<file path="src/hdl/atern_pkg.sv">
// Package for the adaptive threshold ternarizer: widths, register indexes, shared types.
// No dependencies.
`timescale 1ns / 1ps
`default_nettype none
package atern_pkg;
  localparam int MaxItems   = 64;
  localparam int SampleBits = 16;
  localparam int IdxBits    = $clog2(MaxItems);
  localparam int CntBits    = $clog2(MaxItems + 1);
  localparam int MagBits    = SampleBits + 1;
  localparam int SumBits    = MagBits + IdxBits;
  localparam int CfgIdxBits = 1;
  localparam int CfgDataBits = 16;

  localparam logic [CfgIdxBits-1:0] RegRuleSelect   = 1'b0;
  localparam logic [CfgIdxBits-1:0] RegZeroFraction = 1'b1;

  localparam logic [1:0] TritZero = 2'b00;
  localparam logic [1:0] TritPos  = 2'b01;
  localparam logic [1:0] TritNeg  = 2'b11;

  // Controller to datapath commands.
  typedef struct packed {
    logic store;      // write accepted sample, accumulate magnitude
    logic clear;      // clear count and sum
    logic div_start;  // load mean divider
    logic div_step;   // one restoring division step
    logic rank_start; // start counting for candidate i
    logic rank_step;  // compare candidate with entry j
    logic rank_take;  // capture candidate as threshold
    logic mean_take;  // capture quotient as threshold
    logic emit_load;  // register output of entry j
  } atern_cmd_t;

  typedef struct packed {
    logic [CntBits-1:0] count;
    logic               rank_hit; // candidate is the k-th smallest
  } atern_stat_t;

  function automatic logic [MagBits-1:0] mag_of(input logic [SampleBits-1:0] raw);
    if (raw[SampleBits-1]) begin
      return MagBits'((MagBits)'(1) << SampleBits) - {1'b0, raw};
    end
    return {1'b0, raw};
  endfunction
endpackage
`default_nettype wire

</file>
<file path="src/hdl/atern_if.sv">
// Valid/ready channel interfaces for samples, trits and configuration writes.
// Depends on atern_pkg.
`timescale 1ns / 1ps
`default_nettype none
interface atern_in_if import atern_pkg::*; ();
  logic                  valid;
  logic                  ready;
  logic [SampleBits-1:0] sample;
  logic                  end_of_vector;
  modport source (output valid, sample, end_of_vector, input ready);
  modport sink (input valid, sample, end_of_vector, output ready);
endinterface

interface atern_out_if;
  logic        valid;
  logic        ready;
  logic [1:0]  trit;
  logic [15:0] threshold;
  logic        final_trit;
  modport source (output valid, trit, threshold, final_trit, input ready);
  modport sink (input valid, trit, threshold, final_trit, output ready);
endinterface

interface atern_cfg_if import atern_pkg::*; ();
  logic                   valid;
  logic                   ready;
  logic [CfgIdxBits-1:0]  index;
  logic [CfgDataBits-1:0] data;
  modport source (output valid, index, data, input ready);
  modport sink (input valid, index, data, output ready);
endinterface
`default_nettype wire

</file>
<file path="src/hdl/adaptive_threshold_ternarizer_core.sv">
// Top level of the adaptive threshold ternarizer: config registers, controller, datapath.
// Depends on atern_pkg, atern_if, atern_ctrl, atern_datapath.
// Samples load one per cycle until end_of_vector or the 64th sample. Then a
// threshold is found: mean rule by a restoring divider (load, 23 quotient
// steps, capture); quantile rule by a rank search that, for each candidate i
// in turn, counts entries smaller and not larger, stopping at the first
// candidate whose rank brackets k.
// Each trit then passes through memory address, registered read and output
// states; the read state waits while the output register is still full.
// The block takes no sample between end of load and the loading of the final
// trit into the output register, which holds each trit until the sink takes it.
`timescale 1ns / 1ps
`default_nettype none
module adaptive_threshold_ternarizer_core import atern_pkg::*; (
  input  wire logic   clk,
  input  wire logic   rst,
  atern_in_if.sink    in_ch,
  atern_out_if.source out_ch,
  atern_cfg_if.sink   cfg
);
  logic              rule_select;
  logic [15:0]       zero_fraction;
  atern_cmd_t        cmd;
  atern_stat_t       stat;
  logic [IdxBits-1:0] ci, cj;
  logic              emit_last;

  // Config writes are always taken; an unknown index is dropped.
  assign cfg.ready = 1'b1;
  always_ff @(posedge clk) begin
    if (rst) begin
      rule_select   <= 1'b0;
      zero_fraction <= 16'd13107;
    end else if (cfg.valid) begin
      case (cfg.index)
        RegRuleSelect:   rule_select   <= cfg.data[0];
        RegZeroFraction: zero_fraction <= cfg.data;
        default: ;
      endcase
    end
  end

  atern_ctrl u_ctrl (
    .clk, .rst,
    .in_valid (in_ch.valid),
    .in_last  (in_ch.end_of_vector),
    .in_ready (in_ch.ready),
    .out_valid(out_ch.valid),
    .out_ready(out_ch.ready),
    .rule_select,
    .stat, .cmd, .ci, .cj, .emit_last
  );

  atern_datapath u_dp (
    .clk, .rst, .cmd, .stat,
    .in_sample (in_ch.sample),
    .zero_fraction,
    .ci, .cj, .emit_last,
    .trit      (out_ch.trit),
    .threshold (out_ch.threshold),
    .final_trit(out_ch.final_trit)
  );
endmodule
`default_nettype wire

</file>
<file path="src/hdl/atern_datapath.sv">
// Datapath: sample memory, magnitude sum, mean divider, rank counter, output register.
// Depends on atern_pkg.
`timescale 1ns / 1ps
`default_nettype none
module atern_datapath import atern_pkg::*; (
  input  wire logic                  clk,
  input  wire logic                  rst,
  input  wire atern_cmd_t            cmd,
  output atern_stat_t                stat,
  input  wire logic [SampleBits-1:0] in_sample,
  input  wire logic [15:0]           zero_fraction,
  input  wire logic [IdxBits-1:0]    ci,
  input  wire logic [IdxBits-1:0]    cj,
  input  wire logic                  emit_last,
  output logic [1:0]                 trit,
  output logic [15:0]                threshold,
  output logic                       final_trit
);
  logic [SampleBits-1:0] mem [MaxItems];
  logic [SampleBits-1:0] rd_j;
  logic [SampleBits-1:0] rd_i;
  logic [CntBits-1:0]    count;
  logic [SumBits-1:0]    sum;
  logic [SumBits-1:0]    rem;
  logic [SumBits-1:0]    quo;
  logic [MagBits-1:0]    thr;
  logic [CntBits-1:0]    less_cnt;
  logic [CntBits-1:0]    leq_cnt;
  logic [CntBits+15:0]   kprod;
  logic [CntBits-1:0]    k;
  logic [MagBits-1:0]    mag_i;
  logic [MagBits-1:0]    mag_j;
  logic [SumBits:0]      trial;

  // Memory reads are registered; the controller uses read data no earlier than the cycle after addressing.
  always_ff @(posedge clk) begin
    if (cmd.store) begin
      mem[count[IdxBits-1:0]] <= in_sample;
    end
    rd_j <= mem[cj];
    rd_i <= mem[ci];
  end

  assign mag_i = mag_of(rd_i);
  assign mag_j = mag_of(rd_j);
  assign kprod = CntBits'(count) * zero_fraction;
  always_comb begin
    k = kprod[CntBits+15:16];
    if (k >= count) begin
      k = count - CntBits'(1);
    end
  end
  assign trial = {rem, quo[SumBits-1]} - (SumBits + 1)'(count);

  always_ff @(posedge clk) begin
    if (rst || cmd.clear) begin
      count <= '0;
      sum   <= '0;
    end else if (cmd.store) begin
      count <= count + CntBits'(1);
      sum   <= sum + SumBits'(mag_of(in_sample));
    end
    if (cmd.div_start) begin
      rem <= '0;
      quo <= sum;
    end else if (cmd.div_step) begin
      if (!trial[SumBits]) begin
        rem <= trial[SumBits-1:0];
        quo <= {quo[SumBits-2:0], 1'b1};
      end else begin
        rem <= {rem[SumBits-2:0], quo[SumBits-1]};
        quo <= {quo[SumBits-2:0], 1'b0};
      end
    end
    if (cmd.rank_start) begin
      less_cnt <= '0;
      leq_cnt  <= '0;
    end else if (cmd.rank_step) begin
      if (mag_j < mag_i) less_cnt <= less_cnt + CntBits'(1);
      if (mag_j <= mag_i) leq_cnt <= leq_cnt + CntBits'(1);
    end
    if (cmd.rank_take) begin
      thr <= mag_i;
    end else if (cmd.mean_take) begin
      thr <= quo[MagBits-1:0];
    end
    if (cmd.emit_load) begin
      threshold  <= thr[15:0];
      final_trit <= emit_last;
      if (mag_j <= thr) trit <= TritZero;
      else if (rd_j[SampleBits-1]) trit <= TritNeg;
      else trit <= TritPos;
    end
  end

  // The k-th smallest is any value with less < k+1 and leq > k.
  assign stat.count    = count;
  assign stat.rank_hit = (less_cnt <= k) && (leq_cnt > k);
endmodule
`default_nettype wire

</file>
<file path="src/hdl/atern_ctrl.sv">
// Controller state machine: load, threshold search, emit with output register.
// Depends on atern_pkg.
`timescale 1ns / 1ps
`default_nettype none
module atern_ctrl import atern_pkg::*; (
  input  wire logic               clk,
  input  wire logic               rst,
  input  wire logic               in_valid,
  input  wire logic               in_last,
  output logic                    in_ready,
  output logic                    out_valid,
  input  wire logic               out_ready,
  input  wire logic               rule_select,
  input  wire atern_stat_t        stat,
  output atern_cmd_t              cmd,
  output logic [IdxBits-1:0]      ci,
  output logic [IdxBits-1:0]      cj,
  output logic                    emit_last
);
  typedef enum logic [7:0] {
    S_LOAD  = 8'b0000_0001,
    S_DIV   = 8'b0000_0010,
    S_RSET  = 8'b0000_0100,
    S_RRUN  = 8'b0000_1000,
    S_RCHK  = 8'b0001_0000,
    S_EADDR = 8'b0010_0000,
    S_EREAD = 8'b0100_0000,
    S_EOUT  = 8'b1000_0000
  } state_t;

  state_t              state, state_next;
  logic [CntBits-1:0]  i, j;
  logic [CntBits-1:0]  i_next, j_next;
  logic                out_valid_next;
  logic [CntBits-1:0]  last_idx;
  logic                full;

  assign ci = i[IdxBits-1:0];
  assign cj = j[IdxBits-1:0];
  assign last_idx = stat.count - CntBits'(1);
  assign full = stat.count == CntBits'(MaxItems - 1);
  assign in_ready = state == S_LOAD;
  assign emit_last = j == last_idx;

  always_comb begin
    state_next = state;
    i_next = i;
    j_next = j;
    out_valid_next = out_valid && !out_ready;
    cmd = '0;
    case (state)
      S_LOAD: begin
        if (in_valid) begin
          cmd.store = 1'b1;
          i_next = '0;
          j_next = '0;
          if (in_last || full) begin
            if (rule_select) begin
              state_next = S_DIV;
            end else begin
              state_next = S_RSET;
            end
          end
        end
      end
      S_DIV: begin
        // load the divider once the last sum is in, then one step per quotient bit
        j_next = j + CntBits'(1);
        if (j == '0) begin
          cmd.div_start = 1'b1;
        end else if (j == CntBits'(SumBits + 1)) begin
          cmd.mean_take = 1'b1;
          j_next = '0;
          state_next = S_EADDR;
        end else begin
          cmd.div_step = 1'b1;
        end
      end
      S_RSET: begin
        // address candidate i and clear j; candidate data valid next cycle
        cmd.rank_start = 1'b1;
        j_next = '0;
        state_next = S_RRUN;
      end
      S_RRUN: begin
        // rd_j tracks entry j-1 addressed last cycle; step counts it
        if (j != '0) cmd.rank_step = 1'b1;
        if (j == stat.count) begin
          state_next = S_RCHK;
        end else begin
          j_next = j + CntBits'(1);
        end
      end
      S_RCHK: begin
        if (stat.rank_hit) begin
          cmd.rank_take = 1'b1;
          j_next = '0;
          state_next = S_EADDR;
        end else begin
          i_next = i + CntBits'(1);
          state_next = S_RSET;
        end
      end
      S_EADDR: state_next = S_EREAD;
      S_EREAD: begin
        if (!out_valid || out_ready) begin
          cmd.emit_load = 1'b1;
          out_valid_next = 1'b1;
          state_next = S_EOUT;
        end
      end
      S_EOUT: begin
        if (emit_last) begin
          cmd.clear = 1'b1;
          state_next = S_LOAD;
        end else begin
          j_next = j + CntBits'(1);
          state_next = S_EADDR;
        end
      end
      default: state_next = S_LOAD;
    endcase
  end

  always_ff @(posedge clk) begin
    if (rst) begin
      state <= S_LOAD;
      out_valid <= 1'b0;
      i <= '0;
      j <= '0;
    end else begin
      state <= state_next;
      out_valid <= out_valid_next;
      i <= i_next;
      j <= j_next;
    end
  end
endmodule
`default_nettype wire
</file>
<file path="src/flat_wrapper.sv">
// flat-port wrapper written by rule: the top's interface ports become plain ports
module adaptive_threshold_ternarizer_core_flat import atern_pkg::*;
  (clk, rst, in_ch_valid, in_ch_sample, in_ch_end_of_vector, in_ch_ready, out_ch_valid, out_ch_trit, out_ch_threshold, out_ch_final_trit, out_ch_ready, cfg_valid, cfg_index, cfg_data, cfg_ready);
  atern_in_if in_ch_i ();
  atern_out_if out_ch_i ();
  atern_cfg_if cfg_i ();
  input  wire logic clk;
  input  wire logic rst;
  input wire logic [$bits(in_ch_i.valid)-1:0] in_ch_valid;
  input wire logic [$bits(in_ch_i.sample)-1:0] in_ch_sample;
  input wire logic [$bits(in_ch_i.end_of_vector)-1:0] in_ch_end_of_vector;
  output wire logic [$bits(in_ch_i.ready)-1:0] in_ch_ready;
  output wire logic [$bits(out_ch_i.valid)-1:0] out_ch_valid;
  output wire logic [$bits(out_ch_i.trit)-1:0] out_ch_trit;
  output wire logic [$bits(out_ch_i.threshold)-1:0] out_ch_threshold;
  output wire logic [$bits(out_ch_i.final_trit)-1:0] out_ch_final_trit;
  input wire logic [$bits(out_ch_i.ready)-1:0] out_ch_ready;
  input wire logic [$bits(cfg_i.valid)-1:0] cfg_valid;
  input wire logic [$bits(cfg_i.index)-1:0] cfg_index;
  input wire logic [$bits(cfg_i.data)-1:0] cfg_data;
  output wire logic [$bits(cfg_i.ready)-1:0] cfg_ready;
  assign in_ch_i.valid = in_ch_valid;
  assign in_ch_i.sample = in_ch_sample;
  assign in_ch_i.end_of_vector = in_ch_end_of_vector;
  assign in_ch_ready = in_ch_i.ready;
  assign out_ch_valid = out_ch_i.valid;
  assign out_ch_trit = out_ch_i.trit;
  assign out_ch_threshold = out_ch_i.threshold;
  assign out_ch_final_trit = out_ch_i.final_trit;
  assign out_ch_i.ready = out_ch_ready;
  assign cfg_i.valid = cfg_valid;
  assign cfg_i.index = cfg_index;
  assign cfg_i.data = cfg_data;
  assign cfg_ready = cfg_i.ready;
  adaptive_threshold_ternarizer_core u_core (.clk(clk), .rst(rst), .in_ch(in_ch_i), .out_ch(out_ch_i), .cfg(cfg_i));
endmodule
</file>
<file path="config.mk">
export PLATFORM = sky130hd
export DESIGN_NAME = adaptive_threshold_ternarizer_core_flat
export DESIGN_NICKNAME = d
export VERILOG_FILES = /design/src/hdl/atern_pkg.sv /design/src/hdl/atern_if.sv /design/src/hdl/adaptive_threshold_ternarizer_core.sv /design/src/hdl/atern_datapath.sv /design/src/hdl/atern_ctrl.sv /design/src/flat_wrapper.sv
export SDC_FILE = /design/constraint.sdc
export NUM_CORES = 2
export LEC_CHECK = 0
export BUFFER_PORTS_ARGS = -buffer_cell sky130_fd_sc_hd__buf_2
export CORE_MARGIN = 2
export CORE_UTILIZATION = 29
export DETAILED_ROUTE_END_ITERATION = 10
export SYNTH_ARGS = -nofsm -noshare
export SYNTH_HDL_FRONTEND = slang
export SYNTH_HIERARCHICAL = 1
export SYNTH_SLANG_ARGS = --single-unit
</file>
<file path="constraint.sdc">
create_clock -name clk -period 8.1 [get_ports clk]
set_input_delay 1.62 -clock clk [delete_from_list [all_inputs] [get_ports clk]]
set_output_delay 1.62 -clock clk [all_outputs]
set_load 0.03 [all_outputs]
</file>
# --- Word-level counts from Yosys, hierarchy flattened ---
# Memory sizes are Yosys's and may differ from the RTL's. A register that Yosys moved wholly into a read port is not among the register bits.
# Cells that the tools add are included.
word_totals:
  mem_bits_rw: 1024
  input_bits: 39
  reg_bits: 166
  elab_cells: 140
  memories: 1
op_classes:
  muxes: 62
  n_bitwise: 1
  order_cmp: 6
  addsub: 11
  eq_ne: 22
  mul: 1
  reduce_logical: 20
mem_list:
  columns: ["name", "depth", "width", "rd", "rd_clocked_by_memory_dff", "wr", "line_no", "source"]
  rows:
  - ["u_core.u_dp.mem", 64, 16, 2, 2, 1, "atern_datapath.sv:19", "logic [SampleBits-1:0] mem [MaxItems];"]
ops:
  columns: ["cell", "count"]
  rows:
  - ["2-to-1 mux 17 bit", 10]
  - ["2-to-1 mux 23 bit", 3]
  - ["one-hot mux 8 bit (8 select lines)", 1]
  - ["2-to-1 mux 7 bit", 8]
  - ["subtractor 17 x 16 -> 17 bit (first input constant)", 3]
  - ["2-to-1 mux 8 bit", 6]
  - ["one-hot mux 7 bit (6 select lines)", 1]
  - ["adder 7 x 1 -> 7 bit (second input constant)", 5]
  - ["<= comparator 17 bit", 2]
  - ["2-to-1 mux 1 bit", 27]
  - ["subtractor 24 x 7 -> 24 bit", 1]
  - ["adder 23 x 17 -> 23 bit", 1]
  - ["multiplier 7 x 16 -> 23 bit", 1]
  - ["less-than comparator 17 bit", 1]
  - ["inequality test 2 bit (second input constant)", 8]
  - ["== test 7 bit", 2]
  - ["one-hot mux 7 bit (2 select lines)", 1]
  - ["2-to-1 mux 6 bit", 2]
  - ["== test 8 x 1 -> 1 bit (second input constant)", 1]
  - ["== test 8 x 2 -> 1 bit (second input constant)", 1]
  - ["== test 8 x 3 -> 1 bit (second input constant)", 1]
  - ["== test 8 x 4 -> 1 bit (second input constant)", 1]
  - ["== test 8 x 5 -> 1 bit (second input constant)", 1]
  - ["== test 8 x 6 -> 1 bit (second input constant)", 1]
  - ["other kinds (23)", 34]

# --- Logic depth before layout (Yosys ltp) ---
depth:
  word_depth: 10
  depth_mapped: 43

# --- Hierarchy ---
# The synthesis kept the hierarchy.
modules_own_cells:
  columns: ["mod", "seq_area_each_um2", "cells_per_inst", "area_each_um2", "n_inst"]
  rows:
  - ["atern_datapath", 34503.1, 3188, 58861.5, 1]
  - ["atern_ctrl", 440.4, 215, 1724.2, 1]
  - ["adaptive_threshold_ternarizer_core", 340.3, 72, 730.7, 1]

# --- Least setup slack after synthesis ---
# Ideal clock, no wire load.
synth_path:
  path_kind: "register to register"
  from: "reg u_core.u_dp.count[4]"
  to: "reg u_core.u_dp.thr[0] (enable)"
  setup_time_ns: 0.337
  required_time_ns: 7.763
  t_arrival_ns: 8.470
  path_buffers: 4
  stages_incl_launch_ff: 36
  slack_ns: -0.707
  cell_sequence: "dfxtp_1 -> clkbuf_1 -> clkbuf_1 -> and2_1 -> fa_1 -> fa_1 -> fa_1 -> inv_1 -> fa_1 -> inv_1 -> ha_1 -> and4_1 -> and2_1 -> a22oi_1 -> a21boi_0 -> o21ai_0 -> nand2b_1 -> a21oi_1 -> xor2_1 -> ha_1 -> nand2b_1 -> nand3_1 -> a21oi_1 -> a211oi_1 -> o21ai_1 -> clkbuf_1 -> o21ai_0 -> ha_1 -> a21o_1 -> maj3_1 -> a221o_1 -> a221oi_1 -> inv_1 -> nor3b_1 -> clkbuf_1 -> or2_2"
synth_lines:
  columns: ["element", "line_no", "source"]
  rows:
  - ["start, declared", "atern_datapath.sv:22", "logic [CntBits-1:0] count;"]
  - ["start signal, assigned", "atern_datapath.sv:60", "count <= count + CntBits'(1);"]
  - ["end signal, assigned", "atern_datapath.sv:83", "thr <= mag_i;"]
  - ["end signal, assigned", "atern_datapath.sv:85", "thr <= quo[MagBits-1:0];"]
  - ["end, declared", "atern_datapath.sv:26", "logic [MagBits-1:0] thr;"]

==> key figures <==
GRT
  – Largest net degree at the start of global routing: 140
  – All-Layer GR Usage: 0.164
  – Total grt overflow: 0
  – Vias in the first global route: approximately 35000
  – Global-route wire length before repair: 255000 um
  – Initial antenna violation count: 20

Timing
  – Slew Viols, Final: 0
  – Final-report hold violation count: 0
  – Setup TNS: 0 ps
  – Slew headroom: 0.267
  – Setup Viol. Count Final: 0
  – Worst Setup Slack, final: 117 ps
  – Clock period minus worst slack: around 8000 ps
  – Final Cycle Share: 0.986
  – Slew @ Worst Pin: 1100 ps
  – RSZ-0062 raised after global routing: yes
  – Clock skew: between 30 and 40 ps
  – FMAX: about 130 MHz

Logic synthesis
  – Yosys warning count: 6
  – Mapped Area: slightly above 0.06 mm^2
  – Unique masters post-synth: 85
  – #FFs+latches synth: 1221
  – Cell count after synthesis: approximately 3500
  – Post-synth EDFFs: 1083
  – Main synth FF type: edfxtp_1
  – Synthesized area per cell: 17.6 um^2
  – Seq/Total Area, Yosys: 0.575
  – Asr flop ratio synth: 0

Critical path
  – Worst path most repeated cell: fa_1
  – Worst Path Max Fanout: 8
  – Critical path buffers and inverters: 7
  – Delay-heaviest family, CP: adder cells
  – WS Path Type: reg2reg
  – Slowest-stage cell, CP: fa_1
  – Critical path required time: just under 9000 ps
  – Worst Path Arrival: between 8000 and 9000 ps
  – CP peak stage delay: about 550 ps
  – Crit end category: register
  – CP startpoint kind: register

CTS
  – Hold-fix buffers, CTS: 0
  – CTS tree: done
  – Buffer depth of the longest clock path: 3
  – Total CTS buffers: roughly 140
  – Clock slew at reported path FFs: about 60 ps
  – H-tree levels: 4
  – Clk root buf: clkbuf_16
  – Worst skew pair latency: 800 ps
  – Clk sinks: approximately 1200

Placed design
  – IO Port Bufs: around 60
  – Pre-CTS setup slack: -280 ps
  – DP Cell Count: about 6300
  – Hpwl dp: ~110000 um
  – Gpl congestion: roughly 0.84

Die
  – Die height: roughly 460 um
  – Full die area: ~0.22 mm^2
  – Core Area: between 0.2 and 0.25 mm^2
  – Row cnt: 168
  – Initial Utilization: 0.292
  – Io pins: just over 60
  – Die X: around 460 um

Pwr
  – Worst VDD drop: between 0.0002 and 0.00025 V
  – Leakage: around 22 nW
  – P per Cell Area: around 220 mW/mm^2
  – Final total power: about 16 mW

Status
  – Status: finished clean

Final layout
  – Area growth syn-to-layout: 15.5%
  – Non-Filler Instances: between 6000 and 7000
  – Fill cells: about 20000
  – # nets final: 3857
  – Share of cells above drive strength 1: 0.349

Routing
  – Starting DRT DRC Count: roughly 4000
  – Pre-antenna DRT Iters: 6
  – DRC Markers: 0
  – Via count: ~35000
  – Post-route ant nets: 0
  – WL per Instance: between 20 and 30 um
  – Routed WL: approximately 180000 um
  – Routed vias/inst: approximately 5.4

Flow run
  – Max-Cap Viols: 0

Hold path
  – Worst min path class: reg2reg
==> timing repair <==
item / 4_1_cts / 5_1_grt
endpoints found under the hold margin: 0 / 0
pin swaps: 1 / 61
setup endpoints to repair: 46 / 49
gates resized for setup: 7 / 100
gates cloned: 0 / 5
buffers inserted: 1 / 13
==> metal layers <==
metal  global-route usage  vias to the layer above  share of wire
met5                    0                        -        0.00035
met3               0.0259                      287          0.084
met4               0.0582                       10          0.034
met1                0.224                    18800           0.41
li1                     -                    14500              -
met2                0.264                     1634           0.48
==> tightest hold or removal path, delay by kind of cell (launching register included) <==
family          cells  cell delay [ps]
compound gates      1               70
flops               1              320
simple gates        1               60
==> layout make-up <==
cell class	count	area, um^2	area share
Sequential cell	1221	35400	0.499
Multi-Input combinational cell	1919	25300	0.357
Clock buffer	169	3620	0.0511
Tap cell	2805	3510	0.0496
Timing Repair Buffer	227	1740	0.0245
Clock inverter	73	813	0.0115
Inverter	120	450	0.00636
Antenna cell	5	12.5	0.000177
==> cells in the final DEF (no fill, tap or decap), drive strengths merged, types with 17 or more instances in the layout <==
master	synthesis	routed
nand4	18	18
nor4	17	17
inv	118	122
xnor2	67	67
or3	22	22
a21oi	61	61
a211oi	23	23
fa	70	70
edfxtp	1083	1083
buf	88	225
mux4	672	672
ha	124	124
nor2b	25	25
clkbuf	131	171
clkinv	2	52
xor2	54	54
nor2	179	179
o21ai	44	44
mux2i	20	20
nand2	112	112
nand3	46	46
nor3	37	37
and3	21	21
and2	87	87
dfxtp	138	138
a211o	17	17
mux2	23	23
==> where the power goes <==
part / switching, mW / internal (mW) / leakage [nW] / total (mW)
Sequential: 0.157 / 7.00 / 10.9 / 7.16
Clock: 2.62 / 3.55 / 2.14 / 6.17
Combinational: 1.37 / 0.934 / 9.22 / 2.30
Total: 4.14 / 11.5 / 22.2 / 15.6
==> sequential cells by signal, indices dropped and copies added (netlist names), 16 cells and up <==
signal / count
u_core/u_dp/threshold: 16
u_core/u_dp/rd_i: 16
u_core/u_dp/sum: 23
u_core/u_dp/thr: 17
u_core/u_dp/rd_j: 16
u_core/u_dp/mem: 1024
u_core/u_dp/rem: 23
u_core/u_dp/quo: 23
u_core/zero_fraction: 16
==> Yosys cell counts, drive strengths merged, types with 15 or more instances <==
| master | instances | area share |
|---|---|---|
| nor4 | 17 | 0.0020 |
| nand3 | 46 | 0.0038 |
| and3 | 21 | 0.0021 |
| mux2i | 20 | 0.0033 |
| nand2b | 15 | 0.0015 |
| mux2 | 23 | 0.0042 |
| dfxtp | 138 | 0.045 |
| xnor2 | 67 | 0.0097 |
| a211o | 17 | 0.0024 |
| and2 | 87 | 0.0089 |
| nor2b | 25 | 0.0026 |
| edfxtp | 1083 | 0.53 |
| a21o | 15 | 0.0018 |
| nand2 | 112 | 0.0069 |
| clkbuf | 131 | 0.0080 |
| a21oi | 61 | 0.0050 |
| inv | 118 | 0.0072 |
| fa | 70 | 0.023 |
| mux4 | 672 | 0.25 |
| buf | 88 | 0.0069 |
| or3 | 22 | 0.0025 |
| ha | 124 | 0.025 |
| o21ai | 44 | 0.0037 |
| nor2 | 179 | 0.011 |
| nor3 | 37 | 0.0033 |
| a211oi | 23 | 0.0028 |
| o21a | 15 | 0.0018 |
| nand4 | 18 | 0.0018 |
| xor2 | 54 | 0.0078 |
==> per-stage QoR <==
step	utilization	instance area (um^2)	hold slack, ps
2_1_floorplan	-	61400	426
3_5_place_dp	0.314	65800	475
4_1_cts	0.335	70300	487
5_1_grt	0.337	70800	494
6_report	0.338	70800	487
3_3_place_gp	0.314	65800	478
==> cell families (layout without fill, tap and decap cells) <==
| family | Yosys count | count (layout) | share of synthesized area |
|---|---|---|---|
| xor+xnor | 123 | 123 | 0.0183 |
| other cells | 3 | 10 | 0.000184 |
| mux | 715 | 715 | 0.254 |
| fa+ha+maj | 199 | 199 | 0.0490 |
| simple gates | 624 | 626 | 0.0524 |
| flops | 1221 | 1221 | 0.575 |
| buf+inv | 339 | 589 | 0.0223 |
| compound gates | 251 | 251 | 0.0281 |
==> worst paths after layout <==
| kind | start | to | slack [ps] | depth (start not counted) |
|---|---|---|---|---|
| max | u_core/u_dp/count[2] | u_core/u_ctrl/j[5] | 120 | 34 |
| min | u_core/u_dp/rem[4] | u_core/u_dp/rem[5] | 490 | 2 |
| max reg2reg | u_core/u_dp/count[2] | u_core/u_ctrl/j[5] | 120 | 34 |
| min reg2reg | u_core/u_dp/rem[4] | u_core/u_dp/rem[5] | 490 | 2 |
Note: power is estimated with default switching activity, not from simulation.
